File: src/rtl/dfe_pkg.sv
// ----------------------------------------------------------------------------
// dfe_pkg
// Shared types and constants for the delimited field extractor: word
// layouts, configuration register indexes and the front-to-back command.
// ----------------------------------------------------------------------------
package dfe_pkg;

  // Field mask and its bit index
  localparam int MASK_W     = 64;
  localparam int MASK_IDX_W = 6;

  // Defaults for top-level parameters
  localparam int MAX_COLUMNS_DEFAULT = 64;
  localparam int QUEUE_DEPTH_DEFAULT = 4;

  // Line counter width
  localparam int LINE_CNT_W = 31;

  // Configuration port
  localparam int CFG_IDX_W  = 2;
  localparam int CFG_DATA_W = 64;

  localparam logic [CFG_IDX_W-1:0] CFG_DELIMITER  = 2'd0;
  localparam logic [CFG_IDX_W-1:0] CFG_FIELD_MASK = 2'd1;
  localparam logic [CFG_IDX_W-1:0] CFG_MAX_LINES  = 2'd2;

  // Character codes
  localparam logic [7:0] NEWLINE_BYTE = 8'h0A;
  localparam logic [7:0] SPACE_BYTE   = 8'h20;

  // Register reset values
  localparam logic [7:0]            DELIMITER_RESET = 8'd9;
  localparam logic [LINE_CNT_W-1:0] MAX_LINES_RESET = 31'd30;

  // Input word
  typedef struct packed {
    logic [7:0] ch;
    logic       stream_end;
  } in_word_t;

  // Output word
  typedef struct packed {
    logic [7:0] out_byte;
    logic       out_last;
  } out_word_t;

  // Configuration register set
  typedef struct packed {
    logic [7:0]            delimiter;
    logic [MASK_W-1:0]     field_mask;
    logic [LINE_CNT_W-1:0] max_lines;
  } cfg_t;

  // Command from front to back: optional leading space, then one byte
  typedef struct packed {
    logic       lead_space;
    logic [7:0] data;
  } cmd_t;

endpackage

File: src/rtl/dfe_front.sv
// ----------------------------------------------------------------------------
// dfe_front
// Accepts input words, tracks the token/column/line state and turns each
// byte that produces output into one command for the back end.
// ----------------------------------------------------------------------------
module dfe_front #(
  parameter int MAX_COLUMNS = dfe_pkg::MAX_COLUMNS_DEFAULT
) (
  input  logic            clk,
  input  logic            rst,
  input  logic            in_valid,
  input  dfe_pkg::in_word_t in_data,
  output logic            in_stall,
  input  dfe_pkg::cfg_t   cfg,
  input  logic            q_full,
  output logic            push,
  output dfe_pkg::cmd_t   push_cmd
);

  localparam int COL_W = $clog2(MAX_COLUMNS + 1);

  logic [COL_W-1:0]               column_index, column_index_next;
  logic                           inside_token, inside_token_next;
  logic                           line_has_output, line_has_output_next;
  logic [dfe_pkg::LINE_CNT_W-1:0] lines_done, lines_done_next;

  logic accept;
  logic limit_hit;
  logic col_in_range;
  logic col_selected;
  logic is_delim;

  assign in_stall = q_full;
  assign accept   = in_valid && !q_full;

  // Classification of the current byte
  assign limit_hit    = lines_done >= cfg.max_lines;
  assign col_in_range = column_index < COL_W'(MAX_COLUMNS);
  assign col_selected = col_in_range &&
                        cfg.field_mask[dfe_pkg::MASK_IDX_W'(column_index)];
  assign is_delim     = (cfg.delimiter != 8'd0) && (in_data.ch == cfg.delimiter);

  // Next state and command
  always_comb begin
    column_index_next    = column_index;
    inside_token_next    = inside_token;
    line_has_output_next = line_has_output;
    lines_done_next      = lines_done;
    push                 = 1'b0;
    push_cmd.lead_space  = 1'b0;
    push_cmd.data        = dfe_pkg::NEWLINE_BYTE;

    if (accept) begin
      if (in_data.stream_end) begin
        push                 = !limit_hit && line_has_output;
        column_index_next    = '0;
        inside_token_next    = 1'b0;
        line_has_output_next = 1'b0;
        lines_done_next      = '0;
      end else if (!limit_hit) begin
        if (in_data.ch == dfe_pkg::NEWLINE_BYTE) begin
          push                 = line_has_output;
          column_index_next    = '0;
          inside_token_next    = 1'b0;
          line_has_output_next = 1'b0;
          lines_done_next      = lines_done + 1'b1;
        end else if (is_delim) begin
          if (inside_token && col_in_range) begin
            column_index_next = column_index + 1'b1;
          end
          inside_token_next = 1'b0;
        end else begin
          if (col_selected) begin
            push                 = 1'b1;
            push_cmd.lead_space  = !inside_token && line_has_output;
            push_cmd.data        = in_data.ch;
            line_has_output_next = 1'b1;
          end
          inside_token_next = 1'b1;
        end
      end
    end
  end

  // State registers
  always_ff @(posedge clk) begin
    if (rst) begin
      column_index    <= '0;
      inside_token    <= 1'b0;
      line_has_output <= 1'b0;
      lines_done      <= '0;
    end else begin
      column_index    <= column_index_next;
      inside_token    <= inside_token_next;
      line_has_output <= line_has_output_next;
      lines_done      <= lines_done_next;
    end
  end

endmodule

File: src/rtl/dfe_queue.sv
// ----------------------------------------------------------------------------
// dfe_queue
// Small first-in first-out command queue between front and back end.
// Push and pop may happen in the same cycle.
// ----------------------------------------------------------------------------
module dfe_queue #(
  parameter int WIDTH = 9,
  parameter int DEPTH = dfe_pkg::QUEUE_DEPTH_DEFAULT
) (
  input  logic             clk,
  input  logic             rst,
  input  logic             push,
  input  logic [WIDTH-1:0] push_data,
  input  logic             pop,
  output logic             full,
  output logic             rd_valid,
  output logic [WIDTH-1:0] rd_data
);

  localparam int PTR_W = (DEPTH > 1) ? $clog2(DEPTH) : 1;
  localparam int CNT_W = $clog2(DEPTH + 1);

  logic [WIDTH-1:0] entries [DEPTH];
  logic [PTR_W-1:0] wr_ptr, rd_ptr;
  logic [CNT_W-1:0] count;

  assign full     = count == CNT_W'(DEPTH);
  assign rd_valid = count != '0;
  assign rd_data  = entries[rd_ptr];

  // Entry storage
  always_ff @(posedge clk) begin
    if (push) begin
      entries[wr_ptr] <= push_data;
    end
  end

  // Pointers and fill count
  always_ff @(posedge clk) begin
    if (rst) begin
      wr_ptr <= '0;
      rd_ptr <= '0;
      count  <= '0;
    end else begin
      if (push) begin
        wr_ptr <= (wr_ptr == PTR_W'(DEPTH - 1)) ? '0 : wr_ptr + 1'b1;
      end
      if (pop) begin
        rd_ptr <= (rd_ptr == PTR_W'(DEPTH - 1)) ? '0 : rd_ptr + 1'b1;
      end
      if (push && !pop) begin
        count <= count + 1'b1;
      end else if (pop && !push) begin
        count <= count - 1'b1;
      end
    end
  end

endmodule

File: src/rtl/dfe_back.sv
// ----------------------------------------------------------------------------
// dfe_back
// Expands queued commands into output words: a command with a leading
// space gives a space word followed by the byte word, else the byte alone.
// ----------------------------------------------------------------------------
module dfe_back (
  input  logic               clk,
  input  logic               rst,
  input  logic               q_valid,
  input  dfe_pkg::cmd_t      q_cmd,
  output logic               q_pop,
  output logic               out_valid,
  input  logic               out_stall,
  output dfe_pkg::out_word_t out_data
);

  logic       load;
  logic       pend;
  logic [7:0] pend_byte;

  // Output register is free when empty or being taken
  assign load  = !out_valid || !out_stall;
  assign q_pop = load && !pend && q_valid;

  // Control
  always_ff @(posedge clk) begin
    if (rst) begin
      out_valid <= 1'b0;
      pend      <= 1'b0;
    end else if (load) begin
      if (pend) begin
        out_valid <= 1'b1;
        pend      <= 1'b0;
      end else if (q_valid) begin
        out_valid <= 1'b1;
        pend      <= q_cmd.lead_space;
      end else begin
        out_valid <= 1'b0;
      end
    end
  end

  // Payload
  always_ff @(posedge clk) begin
    if (load) begin
      if (pend) begin
        out_data.out_byte <= pend_byte;
        out_data.out_last <= 1'b1;
      end else if (q_valid) begin
        pend_byte <= q_cmd.data;
        if (q_cmd.lead_space) begin
          out_data.out_byte <= dfe_pkg::SPACE_BYTE;
          out_data.out_last <= 1'b0;
        end else begin
          out_data.out_byte <= q_cmd.data;
          out_data.out_last <= 1'b1;
        end
      end
    end
  end

endmodule

File: src/rtl/delimited_field_extractor_unit.sv
// ----------------------------------------------------------------------------
// delimited_field_extractor_unit
// Column selection on a newline-ended text stream, one byte per word.
// ----------------------------------------------------------------------------
// The block takes one input byte per cycle whenever in_stall is low; the
// front end classifies it and updates the line state in that same cycle.
// Bytes that produce output become commands in a QUEUE_DEPTH-entry queue,
// and the back end drives one output word per cycle, while out_stall is
// low, from a registered output stage, so a selected byte that opens a
// new token (space plus byte) gives two output words. The command for a
// byte is written into the queue, then its first word into the output
// register. A token start always follows a delimiter byte that makes no
// word, so the back end keeps up with input at full rate; in_stall rises
// only when the queue is full, which happens only when the output side is stalled.
module delimited_field_extractor_unit #(
  parameter int MAX_COLUMNS = dfe_pkg::MAX_COLUMNS_DEFAULT,
  parameter int QUEUE_DEPTH = dfe_pkg::QUEUE_DEPTH_DEFAULT
) (
  input  logic                           clk,
  input  logic                           rst,
  input  logic                           in_valid,
  output logic                           in_stall,
  input  dfe_pkg::in_word_t              in_data,
  output logic                           out_valid,
  input  logic                           out_stall,
  output dfe_pkg::out_word_t             out_data,
  input  logic                           cfg_valid,
  output logic                           cfg_ready,
  input  logic [dfe_pkg::CFG_IDX_W-1:0]  cfg_index,
  input  logic [dfe_pkg::CFG_DATA_W-1:0] cfg_data
);

  dfe_pkg::cfg_t cfg;
  dfe_pkg::cmd_t push_cmd, q_cmd;
  logic          q_push, q_pop, q_full, q_valid;
  logic [$bits(dfe_pkg::cmd_t)-1:0] q_rd_data;

  // Configuration registers
  assign cfg_ready = 1'b1;

  always_ff @(posedge clk) begin
    if (rst) begin
      cfg.delimiter  <= dfe_pkg::DELIMITER_RESET;
      cfg.field_mask <= '0;
      cfg.max_lines  <= dfe_pkg::MAX_LINES_RESET;
    end else if (cfg_valid && cfg_ready) begin
      case (cfg_index)
        dfe_pkg::CFG_DELIMITER:  cfg.delimiter  <= cfg_data[7:0];
        dfe_pkg::CFG_FIELD_MASK: cfg.field_mask <= cfg_data[dfe_pkg::MASK_W-1:0];
        dfe_pkg::CFG_MAX_LINES:  cfg.max_lines  <= cfg_data[dfe_pkg::LINE_CNT_W-1:0];
        default: ;
      endcase
    end
  end

  // Front end: accept and classify
  dfe_front #(
    .MAX_COLUMNS(MAX_COLUMNS)
  ) u_front (
    .clk      (clk),
    .rst      (rst),
    .in_valid (in_valid),
    .in_data  (in_data),
    .in_stall (in_stall),
    .cfg      (cfg),
    .q_full   (q_full),
    .push     (q_push),
    .push_cmd (push_cmd)
  );

  // Command queue
  dfe_queue #(
    .WIDTH($bits(dfe_pkg::cmd_t)),
    .DEPTH(QUEUE_DEPTH)
  ) u_queue (
    .clk       (clk),
    .rst       (rst),
    .push      (q_push),
    .push_data (push_cmd),
    .pop       (q_pop),
    .full      (q_full),
    .rd_valid  (q_valid),
    .rd_data   (q_rd_data)
  );

  assign q_cmd = dfe_pkg::cmd_t'(q_rd_data);

  // Back end: expand commands into output words
  dfe_back u_back (
    .clk       (clk),
    .rst       (rst),
    .q_valid   (q_valid),
    .q_cmd     (q_cmd),
    .q_pop     (q_pop),
    .out_valid (out_valid),
    .out_stall (out_stall),
    .out_data  (out_data)
  );

`ifndef SYNTHESIS
  // Front never pushes into a full queue
  a_no_overflow: assert property (@(posedge clk) disable iff (rst)
    q_push |-> !q_full)
    else $error("command pushed into full queue");

  // A space word taken is always followed by its byte word
  a_space_then_byte: assert property (@(posedge clk) disable iff (rst)
    (out_valid && !out_stall && !out_data.out_last) |=>
      (out_valid && out_data.out_last))
    else $error("space word not followed by its byte");

  // Only a space word is marked as not last
  a_space_not_last: assert property (@(posedge clk) disable iff (rst)
    (out_valid && !out_data.out_last) |-> (out_data.out_byte == dfe_pkg::SPACE_BYTE))
    else $error("non-final word is not a space");
`endif

endmodule
File: config.mk
export PLATFORM = sky130hd
export DESIGN_NAME = delimited_field_extractor_unit
export DESIGN_NICKNAME = d
export VERILOG_FILES = /design/src/rtl/dfe_pkg.sv /design/src/rtl/dfe_front.sv /design/src/rtl/dfe_queue.sv /design/src/rtl/dfe_back.sv /design/src/rtl/delimited_field_extractor_unit.sv
export SDC_FILE = /design/constraint.sdc
export NUM_CORES = 1
export LEC_CHECK = 0
export ABC_AREA = 1
export BUFFER_PORTS_ARGS = -buffer_cell sky130_fd_sc_hd__buf_2
export CELL_PAD_IN_SITES_DETAIL_PLACEMENT = 1
export CELL_PAD_IN_SITES_GLOBAL_PLACEMENT = 1
export CORE_UTILIZATION = 40
export DETAILED_ROUTE_END_ITERATION = 10
export GPL_TIMING_DRIVEN = 0
export HOLD_SLACK_MARGIN = 0.05
export PLACE_DENSITY = 0.78
export SLEW_MARGIN = 20
export SYNTH_ARGS = -nofsm -noshare
export SYNTH_HDL_FRONTEND = slang
export SYNTH_HIERARCHICAL = 1
export SYNTH_SLANG_ARGS = --single-unit
File: constraint.sdc
create_clock -name clk -period 2.7 [get_ports clk]
set_input_delay 0.135 -clock clk [delete_from_list [all_inputs] [get_ports clk]]
set_output_delay 0.135 -clock clk [all_outputs]
set_load 0.01 [all_outputs]
======== Yosys cells after proc, flatten, opt, wreduce, memory -nomap -nowiden ========
Memory sizes are Yosys's and may differ from the RTL's. A register that Yosys moved wholly into a read port is not among the register bits.
Cells that the tools add are included.
word-level totals
  register bits after elaboration ......... 169
  memory bits (writable) .................. 36
  memories kept ........................... 1
operators by class
  add/sub/neg operators ................... 6
  magnitude comparators ................... 3
  eq/ne operators ......................... 9
  multiplexer cells ....................... 46
  bitwise operators ....................... 1
  reductions and logical operators ........ 37
memories
  name             depth  bits a word  rd ports  clocked after Yosys merged registers in  write ports  RTL line         text
  u_queue.entries  4      9            1         1                                        1            dfe_queue.sv:23  logic [WIDTH-1:0] entries [DEPTH];
operator list
  cell                   count
  $mux 31                3
  $mux 9                 9
  $mux 7                 5
  $add 31x1->31 const B  1
  $ge 31x31->1           1
  $mux 1                 22
  $reduce_bool 3->1      4
  $logic_and 1x1->1      10
  $reduce_and 2->1       5
  $eq 8x4->1 const B     1
  $eq 8x8->1             1
  $logic_not 1->1        8
  $mux 2                 4
  $reduce_and 4->1       2
  $reduce_bool 8->1      1
  $add 7x1->7 const B    1
  $lt 6x7->1 const B     1
  $lt 7x7->1 const B     1
  $bmux 1 s6             1
  $eq 2x2->1 const B     3
  $mux 3                 2
  $reduce_and 3->1       2
  $reduce_bool 2->1      3
  $add 2x1->2 const B    2
  9 further kinds        9

======== Depth between registers and ports, before layout ========
  depth in word-level cells ............... 13
  depth in mapped cells ................... 23

======== By module ========
The synthesis kept the hierarchy.
by module, submodules not included
  module                          instances  cells an instance  area an instance (um^2)  sequential area each (um^2)
  dfe_front                       1          850                4794.6                   800.8
  delimited_field_extractor_unit  1          649                4200.3                   2062.0
  dfe_queue                       1          146                1899.3                   1261.2
  dfe_back                        1          45                 715.7                    550.5

======== Worst setup path after synthesis ========
No wires, ideal clock.
  path type ............................... register -> register
  from .................................... reg cfg[28] (netlist name)
  to ...................................... reg u_queue.count[2]
  setup time .............................. 0.110 ns
  arrival ................................. 2.570 ns
  required time ........................... 2.590 ns
  setup slack ............................. 0.020 ns
  stages on the path, launching flop included .. 21
  path through ............................ dfxtp_1 -> inv_1 -> ha_1 -> a21oi_1 -> nor2_1 -> nor2_1 -> nand2_1 -> a21oi_2 -> nand3_2 -> a21oi_1 -> nand2_1 -> a21oi_1 -> ha_1 -> inv_1 -> fa_1 -> inv_1 -> nand2_1 -> nand3_1 -> nand2_1 -> inv_1 -> nor2_1
between the ends
  cells in the longest elaborated chain, start to end .. 8
  elaborated cells between the ends (all ways) .. 11
  classes of those cells .................. order compare: 1; mux: 4; reduce/logical: 6
RTL lines
  item                                RTL line                              text
  $ge 31x31->1 (*)                    dfe_front.sv:37                       assign limit_hit = lines_done >= cfg.max_lines;
  $logic_not 1->1                     dfe_front.sv:55                       push = !limit_hit && line_has_output;
  $logic_and 1x1->1                   dfe_front.sv:55
  $mux 1 (*)                          dfe_front.sv:54                       if (in_data.stream_end) begin
  $mux 1 (*)                          dfe_front.sv:53                       if (accept) begin
  via q_push                          delimited_field_extractor_unit.sv:35  logic q_push, q_pop, q_full, q_valid;
  $logic_not 1->1                     dfe_queue.sv:53                       end else if (pop && !push) begin
  $logic_and 1x1->1                   dfe_queue.sv:53
  $reduce_bool 2->1 (no source line)  n/a
  to (signal assigned)                dfe_queue.sv:52                       count <= count + 1'b1;
  to (signal assigned)                dfe_queue.sv:54                       count <= count - 1'b1;
  to (decl)                           dfe_queue.sv:25                       logic [CNT_W-1:0] count;
Mark *: on every way through the listed nets, which the timed path passes. The rest lies on a longest branch.
A chain may end at the register's enable or synchronous reset.

==> metrics.txt <==
status=complete, but fails checks; failing checks=setup timing; WL/cell=17.4 um; vias per std cell=4.99; die height=172 um; Reg2Reg Setup Slack=-20 ps; clock tree buffer depth=3; FF+latch count, synth=207; Initial Utilization=40.6%; CTS root buf=clkbuf_16; Logic pwr share=25.2%; Slew Limit Fails=0; reg2reg start=cfg[8]$_SDFFE_PP0P_; Non-Filler Instances=2,304; Worst Reg-to-Reg Cells=19; sequential share of power=40.3%; synth top area cells=dfxtp_1, nand2_1, edfxtp_1; fin nets=2,022; Slew HR=47.1%; WHS Path Cells=5; GRT Resource Usage Total=27.1%; share of the synthesized area in the top cell type=26.6%; setup TNS=-82.7 ps; crit path time final=2720 ps; Post-synth ARST share=0%; fmax=368 MHz; Worst Path Required=3060 ps; final period utilization=101%; worst flop-to-flop path endpoint=u_queue/entries[2][8]$_DFFE_PP_; synthesized instance count=1,690; Clk network pwr share=34.5%; GR Overflow Total=0; net switching power figure=2940 uW; Sw Ratio=31.6%; Synth Cell Area=11,600 um^2; Avg Inst Size Synth=6.87 um^2; LEAKAGE=0.00678 uW; CP Data Arrival Time=3080 ps; die area=29,700 um^2; setup ws final=-18.5 ps; RSZ-0062 raised after global routing=yes; Clock Latency Late Sink=530 ps; crit path capture type=flip-flop; hold slack=157 ps; Crit Path Max Fanout=7; PortBufs=89; Row Count=62; Top FF cell, synth=dfxtp_1; number of synthesized flops with an enable pin=53; total power=9320 uW; via count=11,500; maximum number of pins on one net before global-route repair=14; H-Tree Depth=1; DRT Pass-1 Iters=7; Setup crit start kind=flip-flop; hold path start=cfg_valid; Synth warnings=6; Synthesized Nets=1,810; clock transition at the registers of the reported paths=60 ps; PwrDens=622 nW/um^2; number of global-route vias before repair=12,194; DP Cell Count=2,163; DRC Markers=0; most frequent cells in the layout=nand2_1, nor2_1, inv_1, buf_2, dfxtp_1; Sink Count=207; Hold EP=cfg[95]$_SDFFE_PP1P_; # IOs=92; crit path kind=reg2reg; first-pass GRT wire length=62,600 um; VDD IR-drop max=0.000416 V; Hold Vio Cnt, Final=0; Die Wd=172 um; Placeable Area=28,600 um^2; commonest non-fill, non-tap cell in the layout=nand2_1; CTS tree=done; share of cells above drive strength 1=20.4%; ANT nets after route=0; Netlist cell types=43; dpl hpwl=26,400 um; skew final=12.9 ps; post-synth top area cell=dfxtp_1; Final Setup Violations=6; Internal=6380 uW; Least-Margin Pin Slew=794 ps; initial antenna violation count=1; Seq/Total Area, Yosys=40.3%; routed wire length=40,100 um; synthesis-to-layout area growth=29.1%; max-cap check violation count=0; CTS buffer count=24; Initial DRC Count=451; min-delay worst type=in2reg; Final GP Congestion=0.879
==> cells by family after synthesis <==
family | count (synthesis) | synth area share, %
AND/OR/NAND/NOR | 992 | 35.3
AO/OA/AOI/OAI | 112 | 5.90
adder cells (fa/ha/maj) | 40 | 4.38
XOR/XNOR | 32 | 2.41
other | 1 | 0.0323
buffers and inverters | 306 | 11.7
flip-flops | 207 | 40.3
==> cell type report <==
cell class | instances | area, um^2
Sequential cell | 207 | 4790
Inverter | 233 | 907
Tap cell | 384 | 480
Buffer | 73 | 500
Clock inverter | 8 | 61.3
Antenna cell | 1 | 2.50
Clock buffer | 35 | 703
Fill cell | 3657 | 13600
Multi-Input combinational cell | 1177 | 6140
Timing Repair Buffer | 186 | 1400
==> layer usage <==
layer,up-vias,part of all wire [%],track usage [%]
li1,5669,-,-
met2,250,51,51.1
met5,-,0,0
met3,102,3.9,3.82
met1,5479,41,30.6
met4,0,3.9,10.5
==> sequential cells by signal (all words and copies together) (netlist names), named ones only <==
name,count
u_front/lines_done,31
u_front/column_index,7
cfg,103
u_back/out_data,9
u_queue/rd_ptr,2
u_back/out_valid,1
u_queue/count,3
u_front/inside_token,1
u_back/pend_byte,8
u_front/line_has_output,1
u_queue/wr_ptr,2
u_queue/entries,36
u_back/pend,1
==> worst max-delay path: stages, from the launching register on <==
cell and delay [ps]:
dfxtp_2 340, inv_2 50, ha_4 250, nand2_1 80
nand2_1 60, nand2_1 70, nand2_1 70, a21oi_2 140
nand2_2 80, buf_4 130, buf_4 120, buf_4 120
buf_4 120, nand2_1 70, nand2_1 80, nand2_1 100
nand3_2 130, nor2_4 210, nand2_8 130, nor2_4 210
==> metrics by stage <==
stage | util (%) | setup WS [ps] | area, um^2
floorplan | - | 20.3 | 11600
global placement | 43.8 | -492 | 12500
detailed placement | 43.8 | -685 | 12500
CTS | 51.3 | -71.4 | 14700
global route | 52.4 | -168 | 15000
finish | 52.4 | -18.5 | 15000
==> Yosys cell counts, types with 4 or more instances <==
| library cell | instances |
|---|---|
| a21oi_1 | 58 |
| a22o_1 | 7 |
| and3_1 | 4 |
| buf_1 | 10 |
| buf_2 | 22 |
| buf_4 | 10 |
| buf_6 | 16 |
| clkbuf_1 | 14 |
| dfxtp_1 | 154 |
| edfxtp_1 | 53 |
| ha_1 | 39 |
| inv_1 | 222 |
| inv_2 | 7 |
| nand2_1 | 487 |
| nand3_1 | 70 |
| nand4_1 | 52 |
| nor2_1 | 329 |
| nor2_2 | 19 |
| nor3_1 | 15 |
| o21ai_0 | 23 |
| o21ai_1 | 5 |
| o22ai_2 | 9 |
| xnor2_1 | 11 |
| xor2_1 | 21 |
==> power by group through the flow <==
stage,combinational (uW),sequential (uW),clock [uW]
3_3_place_gp,1940,3810,0
6_report,2350,3760,3210
2_1_floorplan,1390,3830,0
5_1_grt,2610,3800,3380
3_5_place_dp,2030,3830,0
4_1_cts,2220,3760,3250
==> how the worst max path moves through the flow <==
stage / from / to / cells past startpoint
after detailed placement: u_front/lines_done[22]$_SDFFE_PP0P_ / u_queue/count[2]$_SDFFE_PP0P_ / 19
after CTS: cfg[20]$_SDFFE_PP0P_ / u_queue/count[2]$_SDFFE_PP0P_ / 20
after floorplan: cfg[28]$_SDFFE_PP0P_ / u_queue/count[2]$_SDFFE_PP0P_ / 20
final: cfg[8]$_SDFFE_PP0P_ / u_queue/entries[2][8]$_DFFE_PP_ / 19
after global placement: u_front/lines_done[21]$_SDFFE_PP0P_ / u_queue/count[2]$_SDFFE_PP0P_ / 19
after global routing: cfg[8]$_SDFFE_PP0P_ / u_queue/count[2]$_SDFFE_PP0P_ / 22
==> timing repair <==
action | CTS | global route
gates cloned | 0 | 2
setup buffers | 12 | 5
pin swaps | 25 | 22
endpoints found under the setup margin | 41 | 74
hold buffers | 78 | 0
hold endpoints to repair | 141 | 0
resized for setup | 129 | 59
Power figures use the tool's default switching activity.
